**src/rtl/clb_pkg.sv**
```systemverilog
// Shared types and constants for the contact Laplacian builder.
package clb_pkg;

	// Fixed field widths of the stream beats and registers
	localparam int COORD_IN_W  = 20;
	localparam int IDX_W       = 10;
	localparam int DEG_W       = 10;
	localparam int CUTOFF_W    = 44;
	localparam int WEIGHT_W    = 16;
	localparam int ENTRY_W     = 27;
	localparam int COUNT_OUT_W = 11;
	localparam int S_DATA_W    = 80;
	localparam int M_DATA_W    = 40;
	localparam int CFG_IDX_W   = 1;

	localparam logic [DEG_W-1:0]    DEG_MAX    = 10'd1023;
	localparam logic [CUTOFF_W-1:0] CUTOFF_RST = 44'd3211264;
	localparam logic [WEIGHT_W-1:0] WEIGHT_RST = 16'd256;

	// Register indexes on the config port
	localparam logic [CFG_IDX_W-1:0] CFG_CUTOFF = 1'b0;
	localparam logic [CFG_IDX_W-1:0] CFG_WEIGHT = 1'b1;

	typedef enum logic [1:0] {
		OP_CLEAR = 2'd0,
		OP_LOAD  = 2'd1,
		OP_QUERY = 2'd2
	} opcode_t;

	typedef enum logic [1:0] {
		STAT_OK        = 2'd0,
		STAT_BAD_INDEX = 2'd1,
		STAT_DROPPED   = 2'd2
	} status_t;

	typedef enum logic [2:0] {
		S_IDLE,
		S_SCAN,
		S_DRAIN,
		S_COMMIT,
		S_QREF,
		S_QCOL,
		S_QWAIT,
		S_RESP
	} fsm_t;

endpackage

```
**src/rtl/clb_dist.sv**
```systemverilog
// Three-stage squared-distance compare of two 3-D points against the cutoff.
module clb_dist #(
	parameter int COORD_BITS = 20,
	parameter int TAG_W      = 20
) (
	input  logic                           clk,
	input  logic                           arst_n,
	input  logic                           in_valid,
	input  logic [3*COORD_BITS-1:0]        a_pt,     // x, y, z from the lowest bit up
	input  logic [3*COORD_BITS-1:0]        b_pt,     // x, y, z from the lowest bit up
	input  logic [TAG_W-1:0]               in_tag,
	input  logic [clb_pkg::CUTOFF_W-1:0]   cutoff,
	output logic                           out_valid,
	output logic                           out_touch,
	output logic [TAG_W-1:0]               out_tag,
	output logic                           busy
);

	localparam int CB    = COORD_BITS;
	localparam int DW    = CB + 1;
	// |a-b| never exceeds 2^CB-1, so it fits in CB bits when CB reaches 32
	localparam int MW    = (DW > 32) ? 32 : DW;
	localparam int SQW   = 2 * MW;
	localparam int CW    = clb_pkg::CUTOFF_W;
	localparam int SQX   = (SQW > CW + 1) ? SQW : CW + 1;
	localparam int SUM_W = CW + 2;

	logic             v_s1, v_s2, v_s3;
	logic [TAG_W-1:0] tag_s1, tag_s2, tag_s3;
	logic [MW-1:0]    mag_s1 [3];
	logic [CW-1:0]    sq_s2 [3];
	logic             far_s2;
	logic             touch_s3;

	logic [MW-1:0]    mag_c [3];
	logic [CW-1:0]    sq_c [3];
	logic             far_c;
	logic             touch_c;

	// Stage 1: per-axis absolute difference
	always_comb begin
		logic [CB-1:0]        ak;
		logic [CB-1:0]        bk;
		logic signed [DW-1:0] d;
		logic [DW-1:0]        m;
		ak = '0;
		bk = '0;
		d  = '0;
		m  = '0;
		for (int k = 0; k < 3; k++) begin
			ak = a_pt[k*CB +: CB];
			bk = b_pt[k*CB +: CB];
			d  = $signed({ak[CB-1], ak}) - $signed({bk[CB-1], bk});
			m  = d[DW-1] ? (~d + DW'(1)) : d;
			mag_c[k] = MW'(m);
		end
	end

	// Stage 2: squares; anything at or above 2^44 can never touch
	always_comb begin
		logic [SQW-1:0] sq;
		logic [SQX-1:0] sqx;
		sq    = '0;
		sqx   = '0;
		far_c = 1'b0;
		for (int k = 0; k < 3; k++) begin
			sq       = mag_s1[k] * mag_s1[k];
			sqx      = SQX'(sq);
			far_c    = far_c | (|sqx[SQX-1:CW]);
			sq_c[k]  = sqx[CW-1:0];
		end
	end

	// Stage 3: sum and compare
	always_comb begin
		logic [SUM_W-1:0] sum;
		sum     = SUM_W'(sq_s2[0]) + SUM_W'(sq_s2[1]) + SUM_W'(sq_s2[2]);
		touch_c = !far_s2 && (sum <= SUM_W'(cutoff));
	end

	always_ff @(posedge clk or negedge arst_n) begin
		if (!arst_n) begin
			v_s1 <= 1'b0;
			v_s2 <= 1'b0;
			v_s3 <= 1'b0;
		end else begin
			v_s1 <= in_valid;
			v_s2 <= v_s1;
			v_s3 <= v_s2;
		end
	end

	always_ff @(posedge clk) begin
		tag_s1   <= in_tag;
		tag_s2   <= tag_s1;
		tag_s3   <= tag_s2;
		mag_s1   <= mag_c;
		sq_s2    <= sq_c;
		far_s2   <= far_c;
		touch_s3 <= touch_c;
	end

	assign out_valid = v_s3;
	assign out_touch = touch_s3;
	assign out_tag   = tag_s3;
	assign busy      = v_s1 | v_s2 | v_s3;

endmodule

```
**config.mk**
```make
export PLATFORM = sky130hd
export DESIGN_NAME = clb_dist
export DESIGN_NICKNAME = d
export VERILOG_FILES = /design/src/rtl/clb_pkg.sv /design/src/rtl/clb_dist.sv
export SDC_FILE = /design/constraint.sdc
export NUM_CORES = 2
export LEC_CHECK = 0
export BUFFER_PORTS_ARGS = -buffer_cell sky130_fd_sc_hd__buf_4
export CORE_ASPECT_RATIO = 1.4
export CORE_MARGIN = 1
export CORE_UTILIZATION = 34
export DETAILED_ROUTE_END_ITERATION = 6
export GPL_TIMING_DRIVEN = 0
export SYNTH_ARGS = -nofsm -noshare
export SYNTH_HDL_FRONTEND = slang
export SYNTH_SLANG_ARGS = --single-unit
```
**constraint.sdc**
```tcl
create_clock -name clk -period 10.65 [get_ports clk]
set_clock_uncertainty 0.05 [all_clocks]
set_input_delay 2.13 -clock clk [delete_from_list [all_inputs] [get_ports clk]]
set_output_delay 2.13 -clock clk [all_outputs]
set_load 0.05 [all_outputs]
```
==> results.md <==
- Final Core Density: 37.9%
- Post-CTS setup repair buffer count: 0
- MaxCap Viol Count: 0
- Async set-or-reset flop fraction in the synthesized netlist: 1.20%
- Fmax: 109 MHz
- Io pins: 210
- Syn_area_per_cell: 9.18 um2
- First-pass GRT wire length: 212000 um
- Post-CTS resize count: 0
- Vias per cell: 4.80
- Yosys reg bits: 250
- Crit path max fanout: 10
- CTS root buffer: clkbuf_16
- Post-Synthesis Cell Area: 50500 um2
- Hold path depth: 0
- Final nets: 7508
- Vert. Die Dim: 458 um
- Worst Setup Path Type: flop to flop
- Hold slack: 271 ps
- Total CTS buffers: 28
- Crit end category: flop
- Worst endpoint required time: 11030 ps
- Prevailing post-synth register cell: dfxtp_1
- Clock slew at reported path FFs: 70 ps
- Die width: 328 um
- R2r worst-path depth: 26
- Share of cells above drive strength 1: 5.47%
- Top-area cell type share of the netlist area: 38.7%
- Port Buffers: 209
- Final Max Tran Viols: 0
- Number of library cell types mapped by synthesis: 90
- Routed Antenna Nets: 0
- RePlAce Congestion: 0.905
- Initial antenna violation count: 2
- CTS tree: yes
- Largest net degree at the start of global routing: 17
- Gr ovfl total: 0
- Clk_lat worst skew: 640 ps
- Post-synth EDFFs: 0
- HP Class: flop to flop
- Drt drc: 0
- Clock Path Buffers: 3
- Yosys top cell by area: fa_1
- Wire length per cell: 17.0 um
- Synth area leaders: fa_1 39%, ha_1 15%, inv_1 10%
- CP Data Arrival Time: 9570 ps
- Status: finished, final reports clean
- DIE AREA: 150000 um2
- Filler Cell Count: 14974
- Crit share post-route: 86.3%
- Number of hold buffers added after cts: 0
- Total vias in the final route: 36962
- Cell count after synthesis: 5499
- Max_slew headroom: 26.5%
- YS warnings: 0
- Seq/Total Area, Yosys: 9.95%
- Setup TNS: 0 ps
- Final setup fails: 0
- Core area: 147000 um2
- Startpoint types: flop
- CTS sink count: 250
- Post-Route WL: 131000 um
- Overall Global Routing Usage: 17.9%
- CTS H-tree depth: 1
- Final hold viol count: 0
- Number of global-route vias before repair: 40488
- Worst Max-Slew Pin Slew: 1090 ps
- Standard-cell rows: 166
- DRT Pass-1 Iters: 5
- Min cycle time layout: 9190 ps
- Unrepaired setup endpoints after global routing: false
- Starting DRT DRC Count: 1604
- Synth-to-Final Area Change: 10.0%
- Initial Util: 34.4%
- DP HPWL: 113000 um
## state kept, by name, summed over array words and instances (netlist names)
register	flops
v_s1	1
out_valid	1
v_s2	1
sq_s2	123
tag_s1	20
out_tag	20
out_touch	1
mag_s1	63
tag_s2	20
## worst max-delay path: stages, from the launching register on
cell	delay [ps]
dfxtp_1	350
clkbuf_1	620
clkbuf_1	620
nand2_1	250
fa_1	580
inv_1	50
fa_1	500
inv_1	50
fa_1	470
inv_1	50
fa_1	490
inv_1	60
fa_1	530
inv_1	50
fa_1	480
inv_1	50
fa_1	490
inv_1	50
ha_1	360
a21oi_1	110
o21ai_0	300
nand3_1	220
a2111oi_0	450
nor2_1	150
o21ai_1	600
a21oi_1	240
a311oi_1	760
## Yosys cell counts (6+ instances only)
library cell and n:
o211ai_1 14, or2_2 14, nor4_1 6, a211o_1 7, nand4_1 25, a21oi_1 207
nand2b_1 33, inv_1 1368, nand2_1 484, nor3_1 39, fa_1 975, or3_1 16
ha_1 607, nor2b_1 45, xor2_1 74, nand3_1 55, o21bai_1 25, o41ai_1 6
o21ai_0 122, a31o_2 7, clkbuf_1 147, and3_1 20, a21o_1 94, a211oi_1 21
and2_1 246, o21a_1 33, o31a_1 8, nor3b_1 7, a21boi_0 9, a31oi_1 21
o31ai_1 24, xnor2_1 197, nor2_1 182, dfxtp_1 247
## cell families after synthesis
group | Yosys count | share of synthesized area [%]
compound gates | 670 | 8.62
xor+xnor | 271 | 4.70
fa+ha+maj | 1582 | 53.7
buf+inv | 1518 | 11.3
flops | 250 | 9.95
mux | 8 | 0.169
other cells | 2 | 0.0149
simple gates | 1198 | 11.5
## per-layer routing
layer	up-vias	track usage, %	wire length (um)
li1	17340	-	-
met1	18562	21.0	51400
met2	830	33.3	68900
met3	228	1.48	5010
met4	2	7.26	5720
met5	-	0	13
## stage by stage
step	worst slack (ps)	std cells	area (um2)
2_1_floorplan	3670	5500	50500
3_3_place_gp	1520	7641	54400
3_5_place_dp	1520	7641	54400
4_1_cts	1470	7693	55500
5_1_grt	1040	7694	55500
6_report	1460	7695	55500
## cell usage in the layout (no fill, tap or decap), types with 24 or more instances in the layout
cell       count
xnor2_1      197
ha_1         607
o21a_1        33
nand2_1      484
nand3_1       55
a21o_1        94
o21bai_1      25
buf_4        210
nand4_1       25
fa_1         975
nor2_1       182
nor2b_1       45
clkbuf_16     28
inv_1       1368
nor3_1        39
dfxtp_1      247
xor2_1        74
a21oi_1      207
clkbuf_1     148
nand2b_1      33
o21ai_0      122
o31ai_1       24
and2_1       246
## worst paths after layout
kind	startpoint	to	slack (ps)
worst min-delay path	tag_s1[13]	tag_s2[13]	270
worst max register to register	mag_s1[26]	sq_s2[85]	1460
worst max-delay path	mag_s1[26]	sq_s2[85]	1460
worst min register to register	tag_s1[13]	tag_s2[13]	270
min in group asynchronous	arst_n	v_s2	1220
max in group asynchronous	arst_n	out_valid	9230
## area by class of cell
type	instances	area (um2)	area share, %
clock buffers	31	732	1.32
inverters	1369	5140	9.26
multi-input cells	3732	39700	71.6
well taps	1932	2420	4.36
clock inverters	21	317	0.570
diodes	2	5.00	0.00902
plain buffers	149	579	1.04
repair buffers	209	1570	2.83
flip-flops and latches	250	5020	9.04
Power is not shown: default switching activity piles up to over one toggle a cycle in this logic, so the estimate is an artifact.
